$ cat src/rtl/tilemap_scroll_strip_planner_macros.svh
// Assertion macros for the tile map scroll strip planner.
// Included by the modules that check their own logic; no other dependencies.
`ifndef TILEMAP_SCROLL_STRIP_PLANNER_MACROS_SVH
`define TILEMAP_SCROLL_STRIP_PLANNER_MACROS_SVH
`ifndef SYNTH
// Check a consequence in the same cycle as its cause
`define TSP_ASSERT_NOW(lbl, clk, rst_n, ante, cons, msg) \
    lbl: assert property (@(posedge clk) disable iff (!rst_n) (ante) |-> (cons)) \
        else $error(msg);
// Check a consequence in the cycle after its cause
`define TSP_ASSERT_NEXT(lbl, clk, rst_n, ante, cons, msg) \
    lbl: assert property (@(posedge clk) disable iff (!rst_n) (ante) |=> (cons)) \
        else $error(msg);
`else
`define TSP_ASSERT_NOW(lbl, clk, rst_n, ante, cons, msg)
`define TSP_ASSERT_NEXT(lbl, clk, rst_n, ante, cons, msg)
`endif
`endif

$ cat src/rtl/tsp_pkg.sv
// Shared types and constants of the tile map scroll strip planner.
// No dependencies; imported by every module of the block.
`timescale 1ns / 1ps
package tsp_pkg;

    // Fixed field widths
    localparam int CAM_W      = 11;  // camera pixel position
    localparam int TILE_W     = 8;   // tile position
    localparam int COORD_W    = 9;   // tile position plus strip offset
    localparam int SCROLL_W   = 8;
    localparam int SCR_W      = 5;   // screen map coordinate
    localparam int ADDR_W     = 16;
    localparam int LEN_W      = 5;
    localparam int CFG_IDX_W  = 2;
    localparam int CFG_DATA_W = 16;
    localparam int PX_SHIFT   = 3;   // 8 pixels per tile

    // Job queue depth, a power of two
    localparam int QUEUE_DEPTH = 2;

    // Register indexes
    localparam logic [CFG_IDX_W-1:0] CFG_MAP_BASE   = 2'd0;
    localparam logic [CFG_IDX_W-1:0] CFG_MAP_WIDTH  = 2'd1;
    localparam logic [CFG_IDX_W-1:0] CFG_MAP_HEIGHT = 2'd2;

    // Register reset values
    localparam logic [ADDR_W-1:0] MAP_BASE_RST   = 16'd0;
    localparam logic [TILE_W-1:0] MAP_WIDTH_RST  = 8'd32;
    localparam logic [TILE_W-1:0] MAP_HEIGHT_RST = 8'd32;

    typedef enum logic [1:0] {
        STRIP_NONE = 2'd0,
        STRIP_ROW  = 2'd1,
        STRIP_COL  = 2'd2
    } strip_kind_t;

    // One classified item, handed from front to back
    typedef struct packed {
        logic                is_set;
        logic                col_strip;
        logic                row_strip;
        logic                col_right;
        logic                row_bottom;
        logic [TILE_W-1:0]   tile_x;
        logic [TILE_W-1:0]   tile_y;
        logic [SCROLL_W-1:0] scroll_x;
        logic [SCROLL_W-1:0] scroll_y;
    } job_t;

    // Map geometry the back needs for addresses
    typedef struct packed {
        logic [ADDR_W-1:0] map_base;
        logic [TILE_W-1:0] row_stride;
    } map_cfg_t;

endpackage

$ cat src/rtl/tsp_if.sv
// Handshake channels of the tile map scroll strip planner: request, result
// and register write. No dependencies.
`timescale 1ns / 1ps

interface tsp_req_if;
    logic              valid;
    logic              ready;
    logic              req_type;
    logic signed [7:0] step_x;
    logic signed [7:0] step_y;
    logic [15:0]       target_x;
    logic [15:0]       target_y;
    modport source (output valid, req_type, step_x, step_y, target_x, target_y,
                    input ready);
    modport sink (input valid, req_type, step_x, step_y, target_x, target_y,
                  output ready);
endinterface

interface tsp_res_if;
    logic        valid;
    logic        ready;
    logic [7:0]  scroll_x;
    logic [7:0]  scroll_y;
    logic [1:0]  strip_kind;
    logic [4:0]  screen_tile_x;
    logic [4:0]  screen_tile_y;
    logic [15:0] source_addr;
    logic [4:0]  strip_length;
    logic        last;
    modport source (output valid, scroll_x, scroll_y, strip_kind, screen_tile_x,
                    screen_tile_y, source_addr, strip_length, last,
                    input ready);
    modport sink (input valid, scroll_x, scroll_y, strip_kind, screen_tile_x,
                  screen_tile_y, source_addr, strip_length, last,
                  output ready);
endinterface

interface tsp_cfg_if;
    logic        valid;
    logic        ready;
    logic [1:0]  index;
    logic [15:0] data;
    modport source (output valid, index, data, input ready);
    modport sink (input valid, index, data, output ready);
endinterface

$ cat src/rtl/tilemap_scroll_strip_planner.sv
// Top level of the tile map scroll strip planner: front, job queue and back.
// Depends on tsp_pkg, tsp_if, tsp_front, tsp_queue and tsp_back.
`timescale 1ns / 1ps

// Tile map scroll strip planner. Register writes go through cfg and take
// effect at once; write them only while no item is in flight. Each request
// item (relative move or absolute set) moves the camera at the front and is
// queued as a job; the front takes one item a clock while the two-entry job
// queue has room. The back issues one strip result a clock through its
// sequencer while res is ready, so a move yields one or two results and a
// set yields SCREEN_TILES_H+4 (22 at the defaults); that result issue sets the
// sustained rate. The first result of an item passes the queue, the job load,
// the issue register, the stride multiply and the address add before res.
module tilemap_scroll_strip_planner import tsp_pkg::*;
#(
    parameter int SCREEN_TILES_W = 20,
    parameter int SCREEN_TILES_H = 18,
    parameter int HW_MAP_SIZE    = 32
)
(
    input  logic      clk,
    input  logic      rst_n,
    tsp_cfg_if.sink   cfg,
    tsp_req_if.sink   req,
    tsp_res_if.source res
);

    job_t     front_job;
    logic     front_job_valid;
    logic     front_job_ready;
    job_t     back_job;
    logic     back_job_valid;
    logic     back_job_ready;
    map_cfg_t map_cfg;

    // Camera, registers and classification
    tsp_front #(
        .SCREEN_TILES_W (SCREEN_TILES_W),
        .SCREEN_TILES_H (SCREEN_TILES_H)
    ) u_front (
        .clk       (clk),
        .rst_n     (rst_n),
        .cfg       (cfg),
        .req       (req),
        .job_valid (front_job_valid),
        .job_ready (front_job_ready),
        .job       (front_job),
        .map_cfg   (map_cfg)
    );

    // Decouple the two sides
    tsp_queue u_queue (
        .clk        (clk),
        .rst_n      (rst_n),
        .push_valid (front_job_valid),
        .push_ready (front_job_ready),
        .push_data  (front_job),
        .pop_valid  (back_job_valid),
        .pop_ready  (back_job_ready),
        .pop_data   (back_job)
    );

    // Strip sequencing and addresses
    tsp_back #(
        .SCREEN_TILES_W (SCREEN_TILES_W),
        .SCREEN_TILES_H (SCREEN_TILES_H),
        .HW_MAP_SIZE    (HW_MAP_SIZE)
    ) u_back (
        .clk       (clk),
        .rst_n     (rst_n),
        .job_valid (back_job_valid),
        .job_ready (back_job_ready),
        .job       (back_job),
        .map_cfg   (map_cfg),
        .res       (res)
    );

endmodule

$ cat src/rtl/tsp_queue.sv
// Short job queue between the front and the back of the strip planner.
// Depends on tsp_pkg (job_t, QUEUE_DEPTH) and the assertion macros.
`timescale 1ns / 1ps
`include "tilemap_scroll_strip_planner_macros.svh"

module tsp_queue import tsp_pkg::*;
(
    input  logic clk,
    input  logic rst_n,
    input  logic push_valid,
    output logic push_ready,
    input  job_t push_data,
    output logic pop_valid,
    input  logic pop_ready,
    output job_t pop_data
);

    localparam int PTR_W = $clog2(QUEUE_DEPTH);
    localparam int CNT_W = $clog2(QUEUE_DEPTH + 1);
    localparam logic [CNT_W-1:0] FULL_COUNT = CNT_W'(QUEUE_DEPTH);

    job_t             entry_reg [QUEUE_DEPTH];
    logic [PTR_W-1:0] wr_ptr_reg, wr_ptr_next;
    logic [PTR_W-1:0] rd_ptr_reg, rd_ptr_next;
    logic [CNT_W-1:0] count_reg, count_next;
    logic             push;
    logic             pop;

    // Handshake and pointer advance
    always_comb
    begin
        push_ready  = (count_reg != FULL_COUNT);
        pop_valid   = (count_reg != '0);
        pop_data    = entry_reg[rd_ptr_reg];
        push        = push_valid && push_ready;
        pop         = pop_valid && pop_ready;
        wr_ptr_next = push ? wr_ptr_reg + 1'b1 : wr_ptr_reg;
        rd_ptr_next = pop ? rd_ptr_reg + 1'b1 : rd_ptr_reg;
        count_next  = count_reg;
        if (push && !pop)
        begin
            count_next = count_reg + 1'b1;
        end
        else if (pop && !push)
        begin
            count_next = count_reg - 1'b1;
        end
    end

    // Hold pointers and fill count
    always_ff @(posedge clk or negedge rst_n)
    begin
        if (!rst_n)
        begin
            wr_ptr_reg <= '0;
            rd_ptr_reg <= '0;
            count_reg  <= '0;
        end
        else
        begin
            wr_ptr_reg <= wr_ptr_next;
            rd_ptr_reg <= rd_ptr_next;
            count_reg  <= count_next;
        end
    end

    // Store pushed jobs
    always_ff @(posedge clk)
    begin
        if (push)
        begin
            entry_reg[wr_ptr_reg] <= push_data;
        end
    end

    `TSP_ASSERT_NOW(a_count_bound, clk, rst_n, 1'b1, count_reg <= FULL_COUNT, "queue overfilled")
    `TSP_ASSERT_NEXT(a_count_up, clk, rst_n, push && !pop, count_reg == $past(count_reg) + 1'b1, "push lost")
    `TSP_ASSERT_NEXT(a_count_down, clk, rst_n, pop && !push, count_reg == $past(count_reg) - 1'b1, "pop lost")

endmodule

$ cat src/rtl/tsp_front.sv
// Front of the strip planner: holds the registers and the camera, takes
// request items and classifies each into a job. Depends on tsp_pkg, tsp_if.
`timescale 1ns / 1ps

module tsp_front import tsp_pkg::*;
#(
    parameter int SCREEN_TILES_W = 20,
    parameter int SCREEN_TILES_H = 18
)
(
    input  logic       clk,
    input  logic       rst_n,
    tsp_cfg_if.sink    cfg,
    tsp_req_if.sink    req,
    output logic       job_valid,
    input  logic       job_ready,
    output job_t       job,
    output map_cfg_t   map_cfg
);

    localparam logic [CAM_W-1:0] SCR_PX_X = CAM_W'(SCREEN_TILES_W << PX_SHIFT);
    localparam logic [CAM_W-1:0] SCR_PX_Y = CAM_W'(SCREEN_TILES_H << PX_SHIFT);

    // Largest camera position for a map size; zero when the map is narrower
    function automatic logic [CAM_W-1:0] cam_max(input logic [TILE_W-1:0] tiles,
                                                 input logic [CAM_W-1:0] scr_px);
        logic [CAM_W-1:0] map_px;
        map_px = CAM_W'(tiles) << PX_SHIFT;
        return (map_px > scr_px) ? map_px - scr_px : '0;
    endfunction

    // Top-left visible tile less a one-tile border
    function automatic logic [TILE_W-1:0] tile_of(input logic [CAM_W-1:0] cam);
        logic [TILE_W-1:0] t;
        t = cam[CAM_W-1:PX_SHIFT];
        return (t != '0) ? t - 1'b1 : '0;
    endfunction

    // Add a signed step, stop at zero and at the maximum
    function automatic logic [CAM_W-1:0] move_axis(input logic [CAM_W-1:0] cam,
                                                   input logic signed [7:0] step,
                                                   input logic [CAM_W-1:0] max);
        logic signed [CAM_W+1:0] sum;
        sum = $signed({2'b00, cam}) + (CAM_W + 2)'(step);
        if (sum[CAM_W+1])
        begin
            return '0;
        end
        else if (sum[CAM_W:0] > {1'b0, max})
        begin
            return max;
        end
        return sum[CAM_W-1:0];
    endfunction

    // Clamp an absolute target to the maximum
    function automatic logic [CAM_W-1:0] clamp_target(input logic [15:0] target,
                                                      input logic [CAM_W-1:0] max);
        return (target > 16'(max)) ? max : target[CAM_W-1:0];
    endfunction

    logic [ADDR_W-1:0] map_base_reg;
    logic [TILE_W-1:0] row_stride_reg;
    logic [CAM_W-1:0]  max_x_reg;
    logic [CAM_W-1:0]  max_y_reg;
    logic [CAM_W-1:0]  cam_x_reg, cam_x_next;
    logic [CAM_W-1:0]  cam_y_reg, cam_y_next;
    logic [TILE_W-1:0] prev_tile_x_reg, prev_tile_x_next;
    logic [TILE_W-1:0] prev_tile_y_reg, prev_tile_y_next;
    logic              accept;

    // Work out the new camera and classify the item
    always_comb
    begin
        req.ready = job_ready;
        cfg.ready = 1'b1;
        accept    = req.valid && req.ready;
        if (req.req_type)
        begin
            cam_x_next = clamp_target(req.target_x, max_x_reg);
            cam_y_next = clamp_target(req.target_y, max_y_reg);
        end
        else
        begin
            cam_x_next = move_axis(cam_x_reg, req.step_x, max_x_reg);
            cam_y_next = move_axis(cam_y_reg, req.step_y, max_y_reg);
        end
        prev_tile_x_next = tile_of(cam_x_next);
        prev_tile_y_next = tile_of(cam_y_next);

        job_valid      = accept;
        job.is_set     = req.req_type;
        job.col_strip  = !req.req_type && (prev_tile_x_next != prev_tile_x_reg);
        job.row_strip  = !req.req_type && (prev_tile_y_next != prev_tile_y_reg);
        job.col_right  = (req.step_x > 8'sd0);
        job.row_bottom = (req.step_y > 8'sd0);
        job.tile_x     = prev_tile_x_next;
        job.tile_y     = prev_tile_y_next;
        job.scroll_x   = cam_x_next[SCROLL_W-1:0];
        job.scroll_y   = cam_y_next[SCROLL_W-1:0];

        map_cfg.map_base   = map_base_reg;
        map_cfg.row_stride = row_stride_reg;
    end

    // Hold registers, camera and last tile
    always_ff @(posedge clk or negedge rst_n)
    begin
        if (!rst_n)
        begin
            map_base_reg    <= MAP_BASE_RST;
            row_stride_reg  <= MAP_WIDTH_RST;
            max_x_reg       <= cam_max(MAP_WIDTH_RST, SCR_PX_X);
            max_y_reg       <= cam_max(MAP_HEIGHT_RST, SCR_PX_Y);
            cam_x_reg       <= '0;
            cam_y_reg       <= '0;
            prev_tile_x_reg <= '0;
            prev_tile_y_reg <= '0;
        end
        else
        begin
            if (cfg.valid)
            begin
                case (cfg.index)
                    CFG_MAP_BASE:
                    begin
                        map_base_reg <= cfg.data;
                    end
                    CFG_MAP_WIDTH:
                    begin
                        row_stride_reg <= cfg.data[TILE_W-1:0];
                        max_x_reg      <= cam_max(cfg.data[TILE_W-1:0], SCR_PX_X);
                    end
                    CFG_MAP_HEIGHT:
                    begin
                        max_y_reg <= cam_max(cfg.data[TILE_W-1:0], SCR_PX_Y);
                    end
                    default:
                    begin
                        // unmapped index: drop the write
                    end
                endcase
            end
            if (accept)
            begin
                cam_x_reg       <= cam_x_next;
                cam_y_reg       <= cam_y_next;
                prev_tile_x_reg <= prev_tile_x_next;
                prev_tile_y_reg <= prev_tile_y_next;
            end
        end
    end

endmodule

$ cat src/rtl/tsp_back.sv
// Back of the strip planner: turns each job into strip results through a
// sequencer and a three-stage address pipeline. Depends on tsp_pkg, tsp_if.
`timescale 1ns / 1ps
`include "tilemap_scroll_strip_planner_macros.svh"

module tsp_back import tsp_pkg::*;
#(
    parameter int SCREEN_TILES_W = 20,
    parameter int SCREEN_TILES_H = 18,
    parameter int HW_MAP_SIZE    = 32
)
(
    input  logic      clk,
    input  logic      rst_n,
    input  logic      job_valid,
    output logic      job_ready,
    input  job_t      job,
    input  map_cfg_t  map_cfg,
    tsp_res_if.source res
);

    localparam int ROWS  = SCREEN_TILES_H + 4;
    localparam int IDX_W = $clog2(ROWS);
    localparam logic [IDX_W-1:0]   LAST_IDX       = IDX_W'(ROWS - 1);
    localparam logic [LEN_W-1:0]   ROW_LEN        = LEN_W'(SCREEN_TILES_W + 3);
    localparam logic [LEN_W-1:0]   COL_LEN        = LEN_W'(SCREEN_TILES_H + 4);
    localparam logic [COORD_W-1:0] COL_RIGHT_OFF  = COORD_W'(SCREEN_TILES_W + 2);
    localparam logic [COORD_W-1:0] ROW_BOTTOM_OFF = COORD_W'(SCREEN_TILES_H + 2);
    localparam logic [SCR_W-1:0]   SCR_MASK       = SCR_W'(HW_MAP_SIZE - 1);

    typedef enum logic [2:0] {
        ST_IDLE,
        ST_COL,
        ST_ROW,
        ST_NONE,
        ST_SET
    } state_t;

    // Issued strip, before the address is formed
    typedef struct packed {
        strip_kind_t         kind;
        logic [SCROLL_W-1:0] scroll_x;
        logic [SCROLL_W-1:0] scroll_y;
        logic [COORD_W-1:0]  row;
        logic [COORD_W-1:0]  col;
        logic [LEN_W-1:0]    len;
        logic                last;
    } seq_t;

    // Strip with the row offset multiplied out
    typedef struct packed {
        strip_kind_t         kind;
        logic [SCROLL_W-1:0] scroll_x;
        logic [SCROLL_W-1:0] scroll_y;
        logic [SCR_W-1:0]    sx;
        logic [SCR_W-1:0]    sy;
        logic [ADDR_W-1:0]   prod;
        logic [COORD_W-1:0]  col;
        logic [LEN_W-1:0]    len;
        logic                last;
    } mul_t;

    typedef struct packed {
        strip_kind_t         kind;
        logic [SCROLL_W-1:0] scroll_x;
        logic [SCROLL_W-1:0] scroll_y;
        logic [SCR_W-1:0]    sx;
        logic [SCR_W-1:0]    sy;
        logic [ADDR_W-1:0]   addr;
        logic [LEN_W-1:0]    len;
        logic                last;
    } out_t;

    state_t           state_reg, state_next;
    logic [IDX_W-1:0] row_idx_reg, row_idx_next;
    job_t             job_reg;
    seq_t             s1_reg, s1_next;
    mul_t             s2_reg, s2_next;
    out_t             out_reg, out_next;
    logic             s1_valid_reg, s2_valid_reg, out_valid_reg;
    logic             out_adv, s2_free, s1_free;
    logic             issue, issue_last, load;

    function automatic state_t first_state(input job_t j);
        if (j.is_set)
        begin
            return ST_SET;
        end
        else if (j.col_strip)
        begin
            return ST_COL;
        end
        else if (j.row_strip)
        begin
            return ST_ROW;
        end
        return ST_NONE;
    endfunction

    // Pipeline flow: a stage moves on when the one after it has room
    always_comb
    begin
        out_adv = !out_valid_reg || res.ready;
        s2_free = !s2_valid_reg || out_adv;
        s1_free = !s1_valid_reg || s2_free;
        issue   = (state_reg != ST_IDLE) && s1_free;
    end

    // Sequence the strips of the current job
    always_comb
    begin
        s1_next.kind     = STRIP_NONE;
        s1_next.scroll_x = job_reg.scroll_x;
        s1_next.scroll_y = job_reg.scroll_y;
        s1_next.row      = '0;
        s1_next.col      = '0;
        s1_next.len      = '0;
        s1_next.last     = 1'b1;
        case (state_reg)
            ST_COL:
            begin
                s1_next.kind = STRIP_COL;
                s1_next.row  = COORD_W'(job_reg.tile_y);
                s1_next.col  = COORD_W'(job_reg.tile_x)
                             + (job_reg.col_right ? COL_RIGHT_OFF : '0);
                s1_next.len  = COL_LEN;
                s1_next.last = !job_reg.row_strip;
            end
            ST_ROW:
            begin
                s1_next.kind = STRIP_ROW;
                s1_next.row  = COORD_W'(job_reg.tile_y)
                             + (job_reg.row_bottom ? ROW_BOTTOM_OFF : '0);
                s1_next.col  = COORD_W'(job_reg.tile_x);
                s1_next.len  = ROW_LEN;
            end
            ST_SET:
            begin
                s1_next.kind = STRIP_ROW;
                s1_next.row  = COORD_W'(job_reg.tile_y) + COORD_W'(row_idx_reg);
                s1_next.col  = COORD_W'(job_reg.tile_x);
                s1_next.len  = ROW_LEN;
                s1_next.last = (row_idx_reg == LAST_IDX);
            end
            default:
            begin
                // idle or no strip: keep the empty result
            end
        endcase
        issue_last = issue && s1_next.last;
        job_ready  = (state_reg == ST_IDLE) || issue_last;
        load       = job_valid && job_ready;

        state_next   = state_reg;
        row_idx_next = row_idx_reg;
        if (load)
        begin
            state_next   = first_state(job);
            row_idx_next = '0;
        end
        else if (issue_last)
        begin
            state_next = ST_IDLE;
        end
        else if (issue)
        begin
            if (state_reg == ST_COL)
            begin
                state_next = ST_ROW;
            end
            row_idx_next = row_idx_reg + 1'b1;
        end
    end

    // Multiply the row by the stride, then form the address
    always_comb
    begin
        s2_next.kind     = s1_reg.kind;
        s2_next.scroll_x = s1_reg.scroll_x;
        s2_next.scroll_y = s1_reg.scroll_y;
        s2_next.sx       = s1_reg.col[SCR_W-1:0] & SCR_MASK;
        s2_next.sy       = s1_reg.row[SCR_W-1:0] & SCR_MASK;
        s2_next.prod     = ADDR_W'(s1_reg.row) * ADDR_W'(map_cfg.row_stride);
        s2_next.col      = s1_reg.col;
        s2_next.len      = s1_reg.len;
        s2_next.last     = s1_reg.last;

        out_next.kind     = s2_reg.kind;
        out_next.scroll_x = s2_reg.scroll_x;
        out_next.scroll_y = s2_reg.scroll_y;
        out_next.sx       = s2_reg.sx;
        out_next.sy       = s2_reg.sy;
        out_next.addr     = (s2_reg.kind == STRIP_NONE) ? '0
                          : map_cfg.map_base + s2_reg.prod + ADDR_W'(s2_reg.col);
        out_next.len      = s2_reg.len;
        out_next.last     = s2_reg.last;
    end

    // Hold state, stage valids and the result valid
    always_ff @(posedge clk or negedge rst_n)
    begin
        if (!rst_n)
        begin
            state_reg     <= ST_IDLE;
            row_idx_reg   <= '0;
            s1_valid_reg  <= 1'b0;
            s2_valid_reg  <= 1'b0;
            out_valid_reg <= 1'b0;
        end
        else
        begin
            state_reg   <= state_next;
            row_idx_reg <= row_idx_next;
            if (s1_free)
            begin
                s1_valid_reg <= issue;
            end
            if (s2_free)
            begin
                s2_valid_reg <= s1_valid_reg;
            end
            if (out_adv)
            begin
                out_valid_reg <= s2_valid_reg;
            end
        end
    end

    // Advance payloads
    always_ff @(posedge clk)
    begin
        if (load)
        begin
            job_reg <= job;
        end
        if (s1_free)
        begin
            s1_reg <= s1_next;
        end
        if (s2_free)
        begin
            s2_reg <= s2_next;
        end
        if (out_adv)
        begin
            out_reg <= out_next;
        end
    end

    assign res.valid         = out_valid_reg;
    assign res.scroll_x      = out_reg.scroll_x;
    assign res.scroll_y      = out_reg.scroll_y;
    assign res.strip_kind    = out_reg.kind;
    assign res.screen_tile_x = out_reg.sx;
    assign res.screen_tile_y = out_reg.sy;
    assign res.source_addr   = out_reg.addr;
    assign res.strip_length  = out_reg.len;
    assign res.last          = out_reg.last;

    `TSP_ASSERT_NEXT(a_load_busy, clk, rst_n, load, state_reg != ST_IDLE,
                     "job taken but sequencer idle")
    `TSP_ASSERT_NOW(a_col_job, clk, rst_n, state_reg == ST_COL,
                    job_reg.col_strip && !job_reg.is_set, "column strip without a column job")
    `TSP_ASSERT_NOW(a_set_idx, clk, rst_n, state_reg == ST_SET, row_idx_reg <= LAST_IDX,
                    "redraw ran past the last row")
    `TSP_ASSERT_NOW(a_none_last, clk, rst_n, s1_valid_reg && s1_reg.kind == STRIP_NONE,
                    s1_reg.last && s1_reg.len == '0, "empty result not final")

endmodule
$ cat src/flat_wrapper.sv
// flat-port wrapper written by rule: the top's interface ports become plain ports
module tilemap_scroll_strip_planner_flat import tsp_pkg::*;
#(
    parameter int SCREEN_TILES_W = 20,
    parameter int SCREEN_TILES_H = 18,
    parameter int HW_MAP_SIZE    = 32
)
  (clk, rst_n, cfg_valid, cfg_index, cfg_data, cfg_ready, req_valid, req_req_type, req_step_x, req_step_y, req_target_x, req_target_y, req_ready, res_valid, res_scroll_x, res_scroll_y, res_strip_kind, res_screen_tile_x, res_screen_tile_y, res_source_addr, res_strip_length, res_last, res_ready);
  tsp_cfg_if cfg_i ();
  tsp_req_if req_i ();
  tsp_res_if res_i ();
  input  logic clk;
  input  logic rst_n;
  input wire logic [$bits(cfg_i.valid)-1:0] cfg_valid;
  input wire logic [$bits(cfg_i.index)-1:0] cfg_index;
  input wire logic [$bits(cfg_i.data)-1:0] cfg_data;
  output wire logic [$bits(cfg_i.ready)-1:0] cfg_ready;
  input wire logic [$bits(req_i.valid)-1:0] req_valid;
  input wire logic [$bits(req_i.req_type)-1:0] req_req_type;
  input wire logic [$bits(req_i.step_x)-1:0] req_step_x;
  input wire logic [$bits(req_i.step_y)-1:0] req_step_y;
  input wire logic [$bits(req_i.target_x)-1:0] req_target_x;
  input wire logic [$bits(req_i.target_y)-1:0] req_target_y;
  output wire logic [$bits(req_i.ready)-1:0] req_ready;
  output wire logic [$bits(res_i.valid)-1:0] res_valid;
  output wire logic [$bits(res_i.scroll_x)-1:0] res_scroll_x;
  output wire logic [$bits(res_i.scroll_y)-1:0] res_scroll_y;
  output wire logic [$bits(res_i.strip_kind)-1:0] res_strip_kind;
  output wire logic [$bits(res_i.screen_tile_x)-1:0] res_screen_tile_x;
  output wire logic [$bits(res_i.screen_tile_y)-1:0] res_screen_tile_y;
  output wire logic [$bits(res_i.source_addr)-1:0] res_source_addr;
  output wire logic [$bits(res_i.strip_length)-1:0] res_strip_length;
  output wire logic [$bits(res_i.last)-1:0] res_last;
  input wire logic [$bits(res_i.ready)-1:0] res_ready;
  assign cfg_i.valid = cfg_valid;
  assign cfg_i.index = cfg_index;
  assign cfg_i.data = cfg_data;
  assign cfg_ready = cfg_i.ready;
  assign req_i.valid = req_valid;
  assign req_i.req_type = req_req_type;
  assign req_i.step_x = req_step_x;
  assign req_i.step_y = req_step_y;
  assign req_i.target_x = req_target_x;
  assign req_i.target_y = req_target_y;
  assign req_ready = req_i.ready;
  assign res_valid = res_i.valid;
  assign res_scroll_x = res_i.scroll_x;
  assign res_scroll_y = res_i.scroll_y;
  assign res_strip_kind = res_i.strip_kind;
  assign res_screen_tile_x = res_i.screen_tile_x;
  assign res_screen_tile_y = res_i.screen_tile_y;
  assign res_source_addr = res_i.source_addr;
  assign res_strip_length = res_i.strip_length;
  assign res_last = res_i.last;
  assign res_i.ready = res_ready;
  tilemap_scroll_strip_planner #(.SCREEN_TILES_W(SCREEN_TILES_W), .SCREEN_TILES_H(SCREEN_TILES_H), .HW_MAP_SIZE(HW_MAP_SIZE)) u_core (.clk(clk), .rst_n(rst_n), .cfg(cfg_i), .req(req_i), .res(res_i));
endmodule
$ cat config.mk
export PLATFORM = sky130hd
export DESIGN_NAME = tilemap_scroll_strip_planner_flat
export DESIGN_NICKNAME = d
export VERILOG_FILES = /design/src/rtl/tsp_pkg.sv /design/src/rtl/tsp_if.sv /design/src/rtl/tilemap_scroll_strip_planner.sv /design/src/rtl/tsp_queue.sv /design/src/rtl/tsp_front.sv /design/src/rtl/tsp_back.sv /design/src/flat_wrapper.sv
export VERILOG_INCLUDE_DIRS = /design/src /design/src/rtl
export SDC_FILE = /design/constraint.sdc
export NUM_CORES = 1
export LEC_CHECK = 0
export ABC_AREA = 1
export BUFFER_PORTS_ARGS = -buffer_cell sky130_fd_sc_hd__buf_2
export CAP_MARGIN = 15
export CORE_MARGIN = 2
export CORE_UTILIZATION = 45
export CTS_CLUSTER_DIAMETER = 100
export CTS_CLUSTER_SIZE = 30
export DETAILED_ROUTE_END_ITERATION = 7
export SLEW_MARGIN = 20
export SYNTH_ARGS = -nofsm -noshare
export SYNTH_HDL_FRONTEND = slang
export SYNTH_SLANG_ARGS = --single-unit
$ cat constraint.sdc
create_clock -name clk -period 10.2 [get_ports clk]
set_input_delay 2.04 -clock clk [delete_from_list [all_inputs] [get_ports clk]]
set_output_delay 2.04 -clock clk [all_outputs]
set_load 0.02 [all_outputs]
==> After elaboration in Yosys (flattened, before gate mapping) <==
Memory sizes are Yosys's and may differ from the RTL's.
Cells that the tools add are included.
{ "op_classes": {"add_sub_neg": 16, "n_lt_le_gt_ge": 8, "n_mux": 44, "n_mul": 1, "n_reduce_logical": 37, "n_eq_ne": 10} }
{ "ops": {"columns": ["op", "count"], "rows": [
  ["11-bit two-way mux", 12],
  ["23-bit one-hot mux with 3 select lines", 1],
  ["16-bit by 11-bit > comparator with 1-bit output", 2],
  ["8-bit by 5-bit adder with 9-bit output", 3],
  ["12-bit by 8-bit adder with 13-bit output", 2],
  ["5-bit two-way mux", 5],
  ["12-bit by 11-bit > comparator with 1-bit output", 2],
  ["3-bit two-way mux", 8],
  ["11-bit by 8-bit > comparator with 1-bit output (second input constant)", 2],
  ["11-bit by 8-bit subtractor with 11-bit output (second input constant)", 2],
  ["16-bit adder", 1],
  ["16-bit by 9-bit adder with 16-bit output", 1],
  ["8-bit by 1-bit > comparator with 1-bit output (second input constant)", 2],
  ["9-bit by 8-bit multiplier with 16-bit output", 1],
  ["8-bit two-way mux", 2],
  ["8-bit != test", 2],
  ["8-bit nonzero test", 2],
  ["8-bit by 1-bit subtractor with 8-bit output (second input constant)", 2],
  ["1-bit two-way mux", 12],
  ["2-bit AND reduction", 5],
  ["1-bit logical AND", 9],
  ["3-bit nonzero test", 3],
  ["1-bit logical NOT", 7],
  ["2-bit nonzero test", 3],
  ["19 further kinds", 25]
]} }
{ "word_totals": {"mem_bits_rw": 74, "elab_cells": 164, "register_bits": 285, "n_memories": 1} }
{ "mem_list": {"columns": ["name", "depth", "width", "rd", "rd_ports_with_merged_regs", "wr", "line_no", "text"], "rows": [
  ["u_core.u_queue.entry_reg", 2, 37, 1, 0, 1, "tsp_queue.sv:22", "job_t entry_reg [QUEUE_DEPTH];"]
]} }

==> Longest topological paths before layout <==
{ "depth": {"word_depth": 11, "mapped_depth": 33, "ltp_nobuf": 33} }

==> Cells and area by module <==
A second synthesis with hierarchy kept.
{ "unflattened": {"cells_unflattened": 2057, "hier_area_um2": 19618.8} }
{ "by_module_without_submodules": {"columns": ["module", "area_each_um2", "cells_per_inst", "seq_area_each_um2", "instances"], "rows": [
  ["tsp_back", 9830.7, 879, 5350.1, 1],
  ["tsp_front", 6861.6, 956, 1959.4, 1],
  ["tsp_queue", 2926.6, 222, 2322.2, 1]
]} }

==> Worst setup path before layout <==
OpenSTA, ideal clock, no wires.
{ "synth_path": {"path_kind": "input to register", "startpoint": "input res_ready", "endpoint": "register u_core.u_back.row_idx_reg[4]", "cell_stages": 13, "setup_ps": 163, "arrival_time_ps": 6081, "path_slack_ps": 3956, "cell_sequence": "inv_1 nand2_1 nor2_1 inv_1 nor2_1 inv_1 nand2_1 nor2_1 inv_1 nor3_1 nand2_1 xor2_1 nor2_1"} }
{ "synth_between": {"elab_chain_cells": 9} }
{ "synth_rtl": {"columns": ["element", "line_no", "text"], "rows": [
  ["start, declared", "flat_wrapper.sv:34", "input wire logic [$bits(res_i.ready)-1:0] res_ready;"],
  ["1-bit logical OR (*)", "tsp_back.sv:103", "out_adv = !out_valid_reg || res.ready;"],
  ["named net u_core.u_back.out_adv", "tsp_back.sv:81", "logic out_adv, s2_free, s1_free;"],
  ["1-bit logical OR (*)", "tsp_back.sv:104", "s2_free = !s2_valid_reg || out_adv;"],
  ["named net u_core.u_back.s2_free", "tsp_back.sv:81", null],
  ["1-bit logical OR (*)", "tsp_back.sv:105", "s1_free = !s1_valid_reg || s2_free;"],
  ["1-bit logical AND (*)", "tsp_back.sv:106", "issue = (state_reg != ST_IDLE) && s1_free;"],
  ["1-bit logical AND", "tsp_back.sv:150", "issue_last = issue && s1_next.last;"],
  ["1-bit logical OR", "tsp_back.sv:151", "job_ready = (state_reg == ST_IDLE) || issue_last;"],
  ["1-bit logical AND", "tsp_back.sv:152", "load = job_valid && job_ready;"],
  ["2-bit by 1-bit != test with 1-bit output (no source line) or 2-bit nonzero test (tied branches)", null, null],
  ["2-bit AND reduction (no source line)", null, null],
  ["end signal, assigned", "tsp_back.sv:213", "row_idx_reg <= row_idx_next;"],
  ["end, declared", "tsp_back.sv:75", "logic [IDX_W-1:0] row_idx_reg, row_idx_next;"]
]} }
Mark *: on every way through the listed nets, which the timed path passes. The rest lies on a longest branch.
A chain may end at the register's enable or synchronous reset.

==> results.json <==
{
  "total_power_uw": 6580,
  "dieArea_mm2": 0.0435,
  "cap_violations": 0,
  "netlist_area_mm2": 0.0189,
  "syn_to_final_growth_pct": 8.83,
  "synth_nets": 2142,
  "drive_above_1_share": 0.116,
  "syn_inst": 1884,
  "ctsHoldBuffers": 0,
  "avgRoutedWirePerCell_um": 16.4,
  "post_cts_buffers": 0,
  "antenna_found_initial": 0,
  "met3_length_um": 2060,
  "grt.overflow.total": 0,
  "fin_tns_setup_ns": 0,
  "pin_count": 125,
  "regToRegSetupSlack_ns": 5.20,
  "grt_first_pass_wirelength_um": 67200,
  "port_buffers": 122,
  "crit_arrival_ns": 6.51,
  "clkTransAtPathRegs_ns": 0.11,
  "clock_skew_ns": 0.0279,
  "nFillCells": 3854,
  "synthTopCellsByArea": "edfxtp_1 39%, dfrtp_1 12%, ha_1 8.7%",
  "drv_slew": 0,
  "clk_latency_ns": 0.52,
  "crit_required_ns": 10.49,
  "crit_fanout": 9,
  "synth-seq-cells": 336,
  "largest_reg_flops": 74,
  "synth_largest_area_cell": "edfxtp_1",
  "yosysWarnings": 0,
  "dpl.hpwl_um": 31500,
  "start_util": 0.459,
  "clockRootBuffer": "clkbuf_16",
  "drt_iter0_markers": 675,
  "async_flop_share": 0.277,
  "wl_met2_um": 19400,
  "firstDrtPassIters": 5,
  "place_congestion": 0.874,
  "clock_path_buffers": 3,
  "worstHoldStart": "u_core.u_back.s1_reg[37]",
  "drc": 0,
  "route.layer.met1.wl_um": 19300,
  "reg2reg_from": "u_core.u_back.s1_reg[16]",
  "worst_slew_pin_slew_ns": 1.01,
  "slowest_delay_ns": 0.42,
  "diodes": 0,
  "p_leak_uw": 0.00967,
  "grt_pass1_vias": 12764,
  "max_slew_margin": 0.322,
  "min_path_type": "reg -> reg",
  "routed_wl_um": 41400,
  "slowest_stage": "fa_1",
  "die_x_um": 209,
  "vias": 12931,
  "p_per_area_mw_per_mm2": 321,
  "finalHoldViolCount": 0,
  "core_area_mm2": 0.0411,
  "track_usage": 0.193,
  "crit_top_cell": "nand2_1",
  "synth_top_area_frac": 0.387,
  "yosys-top-cells-count": "436 x nand2_1, 266 x inv_1, 243 x edfxtp_1, 131 x ha_1, 97 x nor2_1",
  "grt_max_degree": 67,
  "yosysMostFrequentCell": "nand2_1",
  "max_freq_mhz": 161,
  "clock-sinks": 336,
  "rows": 74,
  "cts_buffers": 16,
  "synth_edf_count": 243,
  "postRouteAntennaNets": 0,
  "crit_path_start": "req_step_y[0]",
  "rsz0062_at_grt": "no",
  "cts_tree": "yes",
  "fin_crit_ns": 6.23,
  "synth.distinct_cells": 56,
  "critPathKind": "in -> reg",
  "start_kind": "primary input",
  "yosys_most_used_dff": "edfxtp_1",
  "fin_crit_sh": 0.610,
  "setup_viol": 0,
  "yosysSeqAreaShare": 0.511,
  "cts_resized": 0,
  "endpoint_kind": "register",
  "outcome": "complete, no violations",
  "via_per_inst": 5.12,
  "peakVddDrop_uv": 130,
  "htreeDepth": 1,
  "die_h_um": 209,
  "top_layer_used": "met4",
  "syn_area_per_cell_um2": 10.0,
  "nets": 2241
}
[where the power goes]
| group | internal (µW) | leakage (µW) | switching (µW) |
|---|---|---|---|
| clock | 328 | 0.000246 | 436 |
| combinational | 1150 | 0.00586 | 2080 |
| sequential | 2280 | 0.00356 | 300 |
| total | 3760 | 0.00967 | 2810 |
[per-stage QoR]
step,cells,area [µm²],utilization,hold slack [ns],setup WS (ns)
2_1_floorplan,1884,18900,-,0.400,3.96
3_3_place_gp,2496,20000,0.486,0.404,3.64
3_5_place_dp,2497,20000,0.487,0.405,3.47
4_1_cts,2525,20500,0.499,0.420,4.03
5_1_grt,2525,20500,0.499,0.438,3.44
6_report,2525,20500,0.499,0.424,3.97
[critical path: cells and delay by family]
family / cells / cell delay [ns]
simple gates: 17 / 1.82
fa+ha+maj: 4 / 1.20
compound gates: 3 / 0.65
xor+xnor: 2 / 0.45
buf+inv: 4 / 0.35
[cells in the final DEF (no fill, tap or decap), drive strengths merged, types with 25 or more instances in the layout]
| cell type | count |
|---|---|
| ha | 131 |
| clkbuf | 25 |
| dfrtp | 87 |
| buf | 135 |
| nand3 | 97 |
| xor2 | 33 |
| nor2 | 108 |
| edfxtp | 243 |
| a21oi | 83 |
| fa | 55 |
| nand4 | 28 |
| o21ai | 99 |
| inv | 275 |
| nand2 | 457 |
[logic make-up (layout without fill, tap and decap cells)]
logic type | count (synthesis) | after routing | synth area share
DFF | 336 | 336 | 0.511
other | 2 | 2 | 0.000398
AOI/OAI and AO/OA | 248 | 248 | 0.0759
and+or+nand+nor | 721 | 721 | 0.169
muxes | 9 | 9 | 0.00531
xor gates and xnor gates | 53 | 53 | 0.0250
adders and majority gates | 186 | 186 | 0.145
buffers and inverters | 329 | 438 | 0.0683
[metal layers]
metal / GRT usage / vias to the layer above
met2: 0.323 / 304
met3: 0.0258 / 54
met4: 0.0443 / 0
met1: 0.269 / 6132
met5: 0 / -
li1: - / 6441
[path summary, 6_finish.rpt]
kind | to | cells after the start
worst min-delay path | u_core.u_back.out_next[45] | 0
max in group asynchronous | u_core.u_front.cam_x_reg[3] | 2
worst max register to register | u_core.u_back.s2_reg[30] | 21
min in group asynchronous | u_core.u_front.max_x_reg[4] | 1
worst max-delay path | u_core.u_queue.entry_reg[0][34] | 30
worst min register to register | u_core.u_back.out_next[45] | 0
[final cells by class]
| class | count | area [µm²] | area share |
|---|---|---|---|
| clock buffer | 25 | 455 | 0.0222 |
| clock inverter | 3 | 56.3 | 0.00274 |
| inverter | 275 | 1030 | 0.0503 |
| multi-input combinational | 1219 | 7950 | 0.388 |
| sequential | 336 | 9630 | 0.469 |
| tap | 532 | 666 | 0.0324 |
| timing repair buffer | 135 | 723 | 0.0352 |
(Power assumes the default switching activity.)
